$ cat config.mk
export PLATFORM = sky130hd
export DESIGN_NAME = bounded_deque_ring_core
export DESIGN_NICKNAME = d
export VERILOG_FILES = /design/src/rtl/bdq_pkg.sv /design/src/rtl/bdq_ring_ram.sv /design/src/rtl/bounded_deque_ring_core.sv
export SDC_FILE = /design/constraint.sdc
export NUM_CORES = 1
export LEC_CHECK = 0
export BUFFER_PORTS_ARGS = -buffer_cell sky130_fd_sc_hd__clkbuf_2
export CAP_MARGIN = 30
export CORE_MARGIN = 2
export CORE_UTILIZATION = 45
export DETAILED_ROUTE_END_ITERATION = 8
export GPL_TIMING_DRIVEN = 0
export HOLD_SLACK_MARGIN = 0.06
export PLACE_DENSITY_LB_ADDON = 0.08
export SYNTH_ARGS = -nofsm -noshare
export SYNTH_HDL_FRONTEND = slang
export SYNTH_SLANG_ARGS = --single-unit
export TNS_END_PERCENT = 10
$ cat constraint.sdc
create_clock -name clk -period 6.5 [get_ports clk]
set_input_delay 0.325 -clock clk [delete_from_list [all_inputs] [get_ports clk]]
set_output_delay 0.325 -clock clk [all_outputs]
set_load 0.01 [all_outputs]
$ cat src/rtl/bdq_pkg.sv
package bdq_pkg;

    localparam int DATA_W    = 32;
    localparam int FUNC_W    = 3;
    localparam int STAT_W    = 2;
    localparam int DEPTH_DEF = 16;

    localparam logic [FUNC_W-1:0] FUNC_PUSH_FRONT = 3'd0;
    localparam logic [FUNC_W-1:0] FUNC_PUSH_BACK  = 3'd1;
    localparam logic [FUNC_W-1:0] FUNC_POP_FRONT  = 3'd2;
    localparam logic [FUNC_W-1:0] FUNC_POP_BACK   = 3'd3;
    localparam logic [FUNC_W-1:0] FUNC_LIST       = 3'd4;

    localparam logic [STAT_W-1:0] STAT_OK        = 2'd0;
    localparam logic [STAT_W-1:0] STAT_EMPTY     = 2'd1;
    localparam logic [STAT_W-1:0] STAT_FULL      = 2'd2;
    localparam logic [STAT_W-1:0] STAT_POP_EMPTY = 2'd3;

endpackage

$ cat src/rtl/bdq_ring_ram.sv
module bdq_ring_ram
    import bdq_pkg::*;
#(
    parameter int DEPTH = DEPTH_DEF,
    localparam int IDX_W = $clog2(DEPTH)
)
(
    input  logic                     clk,
    input  logic                     wr_en,
    input  logic [IDX_W-1:0]         wr_addr,
    input  logic signed [DATA_W-1:0] wr_data,
    input  logic                     rd_en,
    input  logic [IDX_W-1:0]         rd_addr,
    output logic signed [DATA_W-1:0] rd_data
);

    logic signed [DATA_W-1:0] mem [DEPTH];
    logic signed [DATA_W-1:0] rd_data_reg;

    always_ff @(posedge clk)
    begin
        if (wr_en)
        begin
            mem[wr_addr] <= wr_data;
        end
    end

    always_ff @(posedge clk)
    begin
        if (rd_en)
        begin
            rd_data_reg <= mem[rd_addr];
        end
    end

    assign rd_data = rd_data_reg;

endmodule

$ cat src/rtl/bounded_deque_ring_core.sv
// bounded double-ended queue of signed 32-bit values in a ring of DEPTH entries
//
// input channel (in_valid / in_ready, fields func and value): one operation per
// transfer: push front, push back, pop front, pop back or list only (codes 5..7
// also list only). the queue is updated in the cycle of the transfer.
// output channel (out_valid / out_ready, fields element, is_last, status): after
// each operation the contents go out front to back, one transfer per element,
// is_last on the final one; an empty queue gives one zero element.
// every result of one operation carries the same status.
//
// out_valid rises after the input transfer, once the listing state is entered and
// the output slot is free. elements are read one per cycle while the receiver does
// not stall, through the single read port of the ring memory, whose registered
// read data is the output register itself.
// in_ready is low while a listing is in progress; the next item may be taken
// while the final result still waits to be taken.
// a receiver stall holds the current result and pauses the listing.
// reset empties the queue (front and occupancy cleared); memory is not cleared.
module bounded_deque_ring_core
    import bdq_pkg::*;
#(
    parameter int DEPTH = DEPTH_DEF
)
(
    input  logic                     clk,
    input  logic                     rst_n,
    input  logic                     in_valid,
    output logic                     in_ready,
    input  logic [FUNC_W-1:0]        func,
    input  logic signed [DATA_W-1:0] value,
    output logic                     out_valid,
    input  logic                     out_ready,
    output logic signed [DATA_W-1:0] element,
    output logic                     is_last,
    output logic [STAT_W-1:0]        status
);

    localparam int IDX_W = $clog2(DEPTH);
    localparam int CNT_W = $clog2(DEPTH + 1);
    localparam int SUM_W = IDX_W + 1;

    localparam logic S_IDLE = 1'b0;
    localparam logic S_LIST = 1'b1;

    localparam logic [IDX_W-1:0] LAST_IDX = IDX_W'(DEPTH - 1);
    localparam logic [CNT_W-1:0] FULL_CNT = CNT_W'(DEPTH);

    logic                state_reg, state_next;
    logic [IDX_W-1:0]    front_reg, front_next;
    logic [CNT_W-1:0]    occ_reg, occ_next;
    logic [STAT_W-1:0]   op_stat_reg, op_stat_next;
    logic [IDX_W-1:0]    rd_ptr_reg, rd_ptr_next;
    logic [CNT_W-1:0]    remain_reg, remain_next;
    logic                out_valid_reg, out_valid_next;
    logic                out_last_reg, out_last_next;
    logic                out_zero_reg, out_zero_next;
    logic [STAT_W-1:0]   out_stat_reg, out_stat_next;

    logic                in_xfer;
    logic                slot_free;
    logic                wr_en;
    logic [IDX_W-1:0]    wr_addr;
    logic                rd_en;
    logic [IDX_W-1:0]    front_dec;
    logic [IDX_W-1:0]    front_inc;
    logic [SUM_W-1:0]    back_sum;
    logic [IDX_W-1:0]    back_slot;
    logic [STAT_W-1:0]   stat_op;
    logic signed [DATA_W-1:0] rd_data;

    assign in_ready  = (state_reg == S_IDLE);
    assign in_xfer   = in_valid && in_ready;
    assign slot_free = !out_valid_reg || out_ready;

    assign front_dec = (front_reg == '0) ? LAST_IDX : front_reg - IDX_W'(1);
    assign front_inc = (front_reg == LAST_IDX) ? '0 : front_reg + IDX_W'(1);

    // slot just past the back; front is below DEPTH and occupancy at most DEPTH here
    assign back_sum  = SUM_W'(front_reg) + SUM_W'(occ_reg);
    assign back_slot = (back_sum >= SUM_W'(DEPTH)) ?
                       IDX_W'(back_sum - SUM_W'(DEPTH)) : IDX_W'(back_sum);

    // queue update at the input transfer
    always_comb
    begin
        front_next = front_reg;
        occ_next   = occ_reg;
        stat_op    = STAT_OK;
        wr_en      = 1'b0;
        wr_addr    = back_slot;
        if (in_xfer)
        begin
            unique case (func)
                FUNC_PUSH_FRONT:
                begin
                    if (occ_reg == FULL_CNT)
                    begin
                        stat_op = STAT_FULL;
                    end
                    else
                    begin
                        front_next = front_dec;
                        wr_addr    = front_dec;
                        wr_en      = 1'b1;
                        occ_next   = occ_reg + CNT_W'(1);
                    end
                end
                FUNC_PUSH_BACK:
                begin
                    if (occ_reg == FULL_CNT)
                    begin
                        stat_op = STAT_FULL;
                    end
                    else
                    begin
                        wr_en    = 1'b1;
                        occ_next = occ_reg + CNT_W'(1);
                    end
                end
                FUNC_POP_FRONT:
                begin
                    if (occ_reg == '0)
                    begin
                        stat_op = STAT_POP_EMPTY;
                    end
                    else
                    begin
                        front_next = front_inc;
                        occ_next   = occ_reg - CNT_W'(1);
                    end
                end
                FUNC_POP_BACK:
                begin
                    if (occ_reg == '0)
                    begin
                        stat_op = STAT_POP_EMPTY;
                    end
                    else
                    begin
                        occ_next = occ_reg - CNT_W'(1);
                    end
                end
                default:
                begin
                    stat_op = STAT_OK;
                end
            endcase
        end
    end

    // listing sequencer
    always_comb
    begin
        state_next     = state_reg;
        op_stat_next   = op_stat_reg;
        rd_ptr_next    = rd_ptr_reg;
        remain_next    = remain_reg;
        out_valid_next = out_valid_reg;
        out_last_next  = out_last_reg;
        out_zero_next  = out_zero_reg;
        out_stat_next  = out_stat_reg;
        rd_en          = 1'b0;

        if (out_valid_reg && out_ready)
        begin
            out_valid_next = 1'b0;
        end

        unique case (state_reg)
            S_IDLE:
            begin
                if (in_xfer)
                begin
                    state_next   = S_LIST;
                    rd_ptr_next  = front_next;
                    remain_next  = occ_next;
                    op_stat_next = (stat_op == STAT_OK && occ_next == '0) ?
                                   STAT_EMPTY : stat_op;
                end
            end
            S_LIST:
            begin
                if (slot_free)
                begin
                    out_valid_next = 1'b1;
                    out_stat_next  = op_stat_reg;
                    if (remain_reg == '0)
                    begin
                        out_zero_next = 1'b1;
                        out_last_next = 1'b1;
                        state_next    = S_IDLE;
                    end
                    else
                    begin
                        rd_en         = 1'b1;
                        out_zero_next = 1'b0;
                        out_last_next = (remain_reg == CNT_W'(1));
                        remain_next   = remain_reg - CNT_W'(1);
                        rd_ptr_next   = (rd_ptr_reg == LAST_IDX) ? '0 :
                                        rd_ptr_reg + IDX_W'(1);
                        if (remain_reg == CNT_W'(1))
                        begin
                            state_next = S_IDLE;
                        end
                    end
                end
            end
            default:
            begin
                state_next = S_IDLE;
            end
        endcase
    end

    always_ff @(posedge clk or negedge rst_n)
    begin
        if (!rst_n)
        begin
            state_reg     <= S_IDLE;
            front_reg     <= '0;
            occ_reg       <= '0;
            out_valid_reg <= 1'b0;
        end
        else
        begin
            state_reg     <= state_next;
            front_reg     <= front_next;
            occ_reg       <= occ_next;
            out_valid_reg <= out_valid_next;
        end
    end

    always_ff @(posedge clk)
    begin
        op_stat_reg  <= op_stat_next;
        rd_ptr_reg   <= rd_ptr_next;
        remain_reg   <= remain_next;
        out_last_reg <= out_last_next;
        out_zero_reg <= out_zero_next;
        out_stat_reg <= out_stat_next;
    end

    bdq_ring_ram #(
        .DEPTH(DEPTH)
    ) u_ram (
        .clk     (clk),
        .wr_en   (wr_en),
        .wr_addr (wr_addr),
        .wr_data (value),
        .rd_en   (rd_en),
        .rd_addr (rd_ptr_reg),
        .rd_data (rd_data)
    );

    assign out_valid = out_valid_reg;
    assign element   = out_zero_reg ? '0 : rd_data;
    assign is_last   = out_last_reg;
    assign status    = out_stat_reg;

endmodule

# Word-level counts from Yosys, hierarchy flattened

Memories as Yosys holds them, arrays and structs flattened. A register that Yosys moved wholly into a read port is not among the register bits.
Cells that the tools add are included.

Word-level logic and storage cells: 92
Output and inout port bits: 37
RAM bits: 512
Flip-flop bits (word level): 26
Memories kept: 1
Input bits: 39

Memories:

| memory    | depth | width | read ports | clocked after memory_dff | wr ports | RTL line           | RTL |
|---|---|---|---|---|---|---|---|
| u_ram.mem | 16    | 32    | 1          | 1                        | 1        | bdq_ring_ram.sv:17 | `logic signed [DATA_W-1:0] mem [DEPTH];` |

Equality and inequality tests: 10
$add $sub $neg: 8
Reduce and logical (&&, ||, !) cells: 16
Bitwise operators: 1
Order comparisons: 1
Mux-type cells: 45

Operator list:

| cell                                                      | number |
|---|---|
| 2-to-1 mux 4 bit                                          | 13 |
| 2-to-1 mux 32 bit                                         | 1 |
| 2-to-1 mux 5 bit                                          | 6 |
| case mux 5 bit (2 select lines)                           | 2 |
| 2-to-1 mux 1 bit                                          | 16 |
| case mux 4 bit (2 select lines)                           | 2 |
| zero test 5 bit                                           | 3 |
| subtractor 5 x 1 -> 5 bit (second input constant)         | 2 |
| adder 4 x 1 -> 4 bit (second input constant)              | 2 |
| equality test 4 bit (second input constant)               | 2 |
| subtractor 4 x 1 -> 4 bit (second input constant)         | 2 |
| equality test 3 x 2 -> 1 bit (second input constant)      | 2 |
| 2-to-1 mux 2 bit                                          | 3 |
| adder 4 x 5 -> 5 bit                                      | 1 |
| adder 5 x 1 -> 5 bit (second input constant)              | 1 |
| equality test 5 x 1 -> 1 bit (second input constant)      | 1 |
| equality test 5 bit (second input constant)               | 1 |
| greater-or-equal comparator 5 bit (second input constant) | 1 |
| zero test 4 bit                                           | 1 |
| inequality test 2 x 1 -> 1 bit (second input constant)    | 2 |
| case mux 2 bit (2 select lines)                           | 1 |
| AND reduction 2 bit                                       | 2 |
| OR reduction 2 bit                                        | 2 |
| equality test 3 x 1 -> 1 bit (second input constant)      | 1 |
| 9 further kinds                                           | 11 |

# Depth between registers and ports, before layout

Depth in word-level cells: 7
Mapped depth: 9
Depth with buffers taken out: 7

# Modules after synthesis

From an unflattened synthesis, not the netlist that was laid out.

Cells, all modules: 1085
Area total of the unflattened synthesis: 22275.1 µm²

Modules (own cells, without submodules):

| module                  | cells each | sequential area each (µm²) | instances | area each (µm²) |
|---|---|---|---|---|
| bdq_ring_ram            | 838        | 16335.7                    | 1         | 20155.6 |
| bounded_deque_ring_core | 247        | 725.7                      | 1         | 2119.5 |

# Worst setup path before layout

OpenSTA, ideal clock, no wires.

Path type: reg2reg
Start: reg occ_reg[0]
End: mem u_ram.mem[0][0], enable pin
Library setup time: 0.461 ns
Buffers on the path: 2
Period minus slack after synthesis: 4.404 ns
Path slack: 2.096 ns
Arrival: 3.943 ns
Stages on the path, launching flop included: 9
Data required time: 6.039 ns
Path through: dfrtp_1 > inv_1 > ha_1 > nand4bb_1 > buf_2 > and3_4 > buf_6 > mux2_2 > nor3_1

Longest elaborated chain between the ends: 6
Elaborated cells between the ends (all ways): 13
Classes of those cells: add/sub (2); order compare (1); eq/ne (1); mux (9)

RTL lines:

| what                                                        | RTL line                                                                                     | RTL |
|---|---|---|
| start, declared                                             | bounded_deque_ring_core.sv:50                                                                | `logic [CNT_W-1:0] occ_reg, occ_next;` |
| start signal, assigned                                      | bounded_deque_ring_core.sv:228                                                               | `occ_reg <= occ_next;` |
| adder 4 x 5 -> 5 bit or equality test 5 bit (tied branches) | bounded_deque_ring_core.sv:79, bounded_deque_ring_core.sv:96, bounded_deque_ring_core.sv:110 |  |
| subtractor 4 x 1 -> 4 bit, or another cell as far along     | bounded_deque_ring_core.sv:81                                                                | `IDX_W'(back_sum - SUM_W'(DEPTH)) : IDX_W'(back_sum);` |
| 2-to-1 mux 4 bit or 2-to-1 mux 1 bit (tied branches)        | -                                                                                            |  |
| 2-to-1 mux 4 bit or 2-to-1 mux 1 bit (tied branches)        | bounded_deque_ring_core.sv:96, bounded_deque_ring_core.sv:91                                 |  |
| 2-to-1 mux 4 bit or 2-to-1 mux 1 bit (tied branches)        | bounded_deque_ring_core.sv:93, bdq_ring_ram.sv:22                                            |  |
| 2-to-1 mux 4 bit or 2-to-1 mux 1 bit (tied branches)        | bounded_deque_ring_core.sv:91, bdq_ring_ram.sv:24                                            |  |
| end, declared                                               | bdq_ring_ram.sv:17                                                                           |  |

Several ways; a longest one is shown, not always the timed one.

# Worst setup path after layout

Start: reg occ_reg[1]
End: mem u_ram.mem[8][12], enable pin

Same word-level chain as after synthesis.

==> results by group <==
Critical path
  – Worst path cell trace: inv_1 -> ha_1 -> nand4bb_1 -> buf_2 -> and3_4 -> buf_6 -> mux2i_4 -> o211ai_1 -> nor2_4 -> buf_12
  – Crit path depth: 10
  – Reg2Reg Depth: 10
  – CP max stage delay: 680 ps
  – Critical-path top delay cell: nor2_4
  – WS Path Type: reg -> reg
  – CP Capture Type: flip-flop
  – CP top delay family: simple AND/OR/NAND/NOR gates
  – Critical path data arrival time: 3990 ps
  – Maximum fanout along the worst path: 18
  – Buffers and inverters on the worst path: 4
  – Worst endpoint required time: 6800 ps
  – CP startpoint kind: flip-flop

Placed design
  – Port Buf Inserts: 74
  – GPL Wtd Cong: 0.813
  – Pre-CTS setup slack: 2820 ps
  – DP Area: 0.0247 mm²
  – Dpl hpwl: 35100 µm

Floorplan
  – Die W: 229 µm
  – Rows: 82
  – Die area: 0.0524 mm²
  – Height of the die: 229 µm
  – Initial core utilization: 45.5%
  – CORE AREA: 0.0501 mm²
  – Ports: 76

Cells and area
  – Diode count: 0
  – Commonest non-fill, non-tap cell in the layout: edfxtp_1
  – Nets: 1478
  – Fin area: 0.0265 mm²
  – Largest register FFs: 512
  – Synthesis-to-finish area growth: 16.5%
  – Most frequent cells in the layout: edfxtp_1 (559), mux2i_1 (99), clkbuf_2 (75)
  – Share of layout cells above drive strength 1: 23.9%

Route
  – Via density per instance: 5.52
  – Vias: 11900
  – Wirelength per Cell: 24.4 µm
  – Final wirelength: 52400 µm
  – First DRT Iteration DRCs: 1132
  – Routed Antenna Nets: 0
  – Residual DRC: 0
  – Iteration count of the initial detailed-routing pass: 5

CTS
  – Reg clk slew, reported paths: 70 ps
  – CTS sink cnt: 570
  – CTS Buf Count: 60
  – Clock Latency Late Sink: 620 ps
  – Post-CTS Setup Inserts: 0
  – TritonCTS clock tree: yes
  – CTS Root Cell: clkbuf_16
  – Clock Path Buffers: 3
  – CTS H-tree lvls: 2

Global routing
  – Pin count of the biggest net entering global routing: 25
  – Vias in the first global route: 12200
  – First-pass GRT wire length: 79000 µm
  – Total GRT Usage: 20.3%
  – Grt ovf: 0
  – Initial antenna violation count: 1

Yosys
  – Synth Cell Area: 0.0228 mm²
  – Top cell type's share of synthesized area: 73.7%
  – Synth unique cells: 64
  – Main synth FF type: edfxtp_1
  – Biggest area consumer among synthesized cells: edfxtp_1
  – #FFs+latches synth: 570
  – Area contributors post-synth: edfxtp_1 (74%), mux4_2 (6.3%), mux2i_1 (4.4%)
  – Yosys warns: 0
  – Sequential area share after synthesis: 74.9%
  – Post-Syn Area per Cell: 18.3 µm²
  – Post-Syn Nets: 1298
  – Post-Syn Instances: 1247
  – Async set-reset flop share out of synthesis: 1.93%
  – Number of synthesized flops with an enable pin: 559

Timing
  – RSZ-0062 raised after global routing: no
  – Slew Limit Fails: 0
  – Final hold violation count: 0
  – Worst-Margin Slew: 954 ps
  – Min cycle time layout: 3690 ps
  – Fmax: 0.271 GHz
  – Final Setup Violations: 0
  – Slew headroom: 36.4%
  – Final Cycle Share: 56.8%
  – Setup WS post-layout: 2810 ps
  – Fin Clk Skew: 24.9 ps

Flow run
  – Max-cap check violation count: 0

Pwr
  – VDD IR max: 0.216 mV
  – Cell Pwr Density: 412 mW/mm²
  – Leakage: 8.90 nW

Status
  – Status: finished, final reports clean

Min path
  – Class of the worst hold path: in -> async
-- routing by layer --
metal	routed length [µm]	track usage, %
met1	23800	28.5
met3	1990	2.93
met2	25300	33.2
met4	1300	6.05
met5	14	0
-- kinds of logic after synthesis --
| group | synth area share [%] |
|---|---|
| DFF | 74.9 |
| muxes | 12.6 |
| and+or+nand+nor | 3.66 |
| buffers and inverters | 1.70 |
| xor gates and xnor gates | 0.384 |
| AOI/OAI and AO/OA | 6.06 |
| adders and majority gates | 0.692 |
-- cells in the mapped netlist, drive strengths merged (3+ instances only) --
library cell,number
edfxtp,559
mux2i,100
ha,11
a21o,3
o211ai,5
nor3,16
nor2,19
buf,34
xnor2,5
inv,14
nand2b,3
clkbuf,35
a22oi,32
nor2b,36
a311oi,3
mux2,37
nand2,55
a32oi,3
o21a,4
o31ai,4
dfrtp,11
a21oi,44
a221oi,33
xor2,5
mux4,64
o21ai,71
nor3b,4
nand3,7
nor4b,3
-- timing repair --
action                     in CTS  in global routing
gates resized for setup         0                  0
setup endpoints to repair       0                  0
hold buffers                    3                  0
hold endpoints to repair       13                  0
-- power by group --
| part | internal [W] | total [W] | switching [W] | leakage (nW) |
|---|---|---|---|---|
| Clock | 0.00182 | 0.00319 | 0.00138 | 0.884 |
| Sequential | 0.00432 | 0.00442 | 0.000109 | 5.18 |
| Combinational | 0.00129 | 0.00333 | 0.00204 | 2.84 |
| Total | 0.00742 | 0.0109 | 0.00352 | 8.90 |
-- path summary, 6_finish.rpt --
kind / start / end / slack [ps]
setup / recovery: occ_reg[1] / u_ram.mem[8][12] / 2810
hold / removal: rst_n / front_reg[0] / 130
setup reg to reg: occ_reg[1] / u_ram.mem[8][12] / 2810
hold reg to reg: op_stat_reg[0] / status[0] / 420
max in group asynchronous: rst_n / state_reg / 6130
min in group clk: value[6] / u_ram.mem[12][6] / 130
-- final cells by class --
class | instances | area, µm²
Buffer | 69 | 330
Clock buffer | 70 | 1560
Clock inverter | 40 | 258
Fill cell | 4100 | 23500
Inverter | 15 | 56.3
Multi-Input combinational cell | 593 | 5440
Sequential cell | 570 | 17100
Tap cell | 672 | 841
Timing Repair Buffer | 118 | 993
-- through the flow --
stage / hold slack, ps / total power (W) / setup TNS, ps / cells / utilization (%)
finish: 125 / 0.0109 / 0 / 2147 / 53.0
global route: 126 / 0.0115 / 0 / 2147 / 53.0
CTS: 82.3 / 0.0111 / 0 / 2147 / 53.0
detailed placement: 227 / 0.00786 / 0 / 2034 / 49.3
global placement: 224 / 0.00774 / -202110 / 1993 / 47.9
floorplan: 29.4 / 0.00669 / 0 / 1247 / -
No activity file was read; power rests on OpenSTA's default activity.
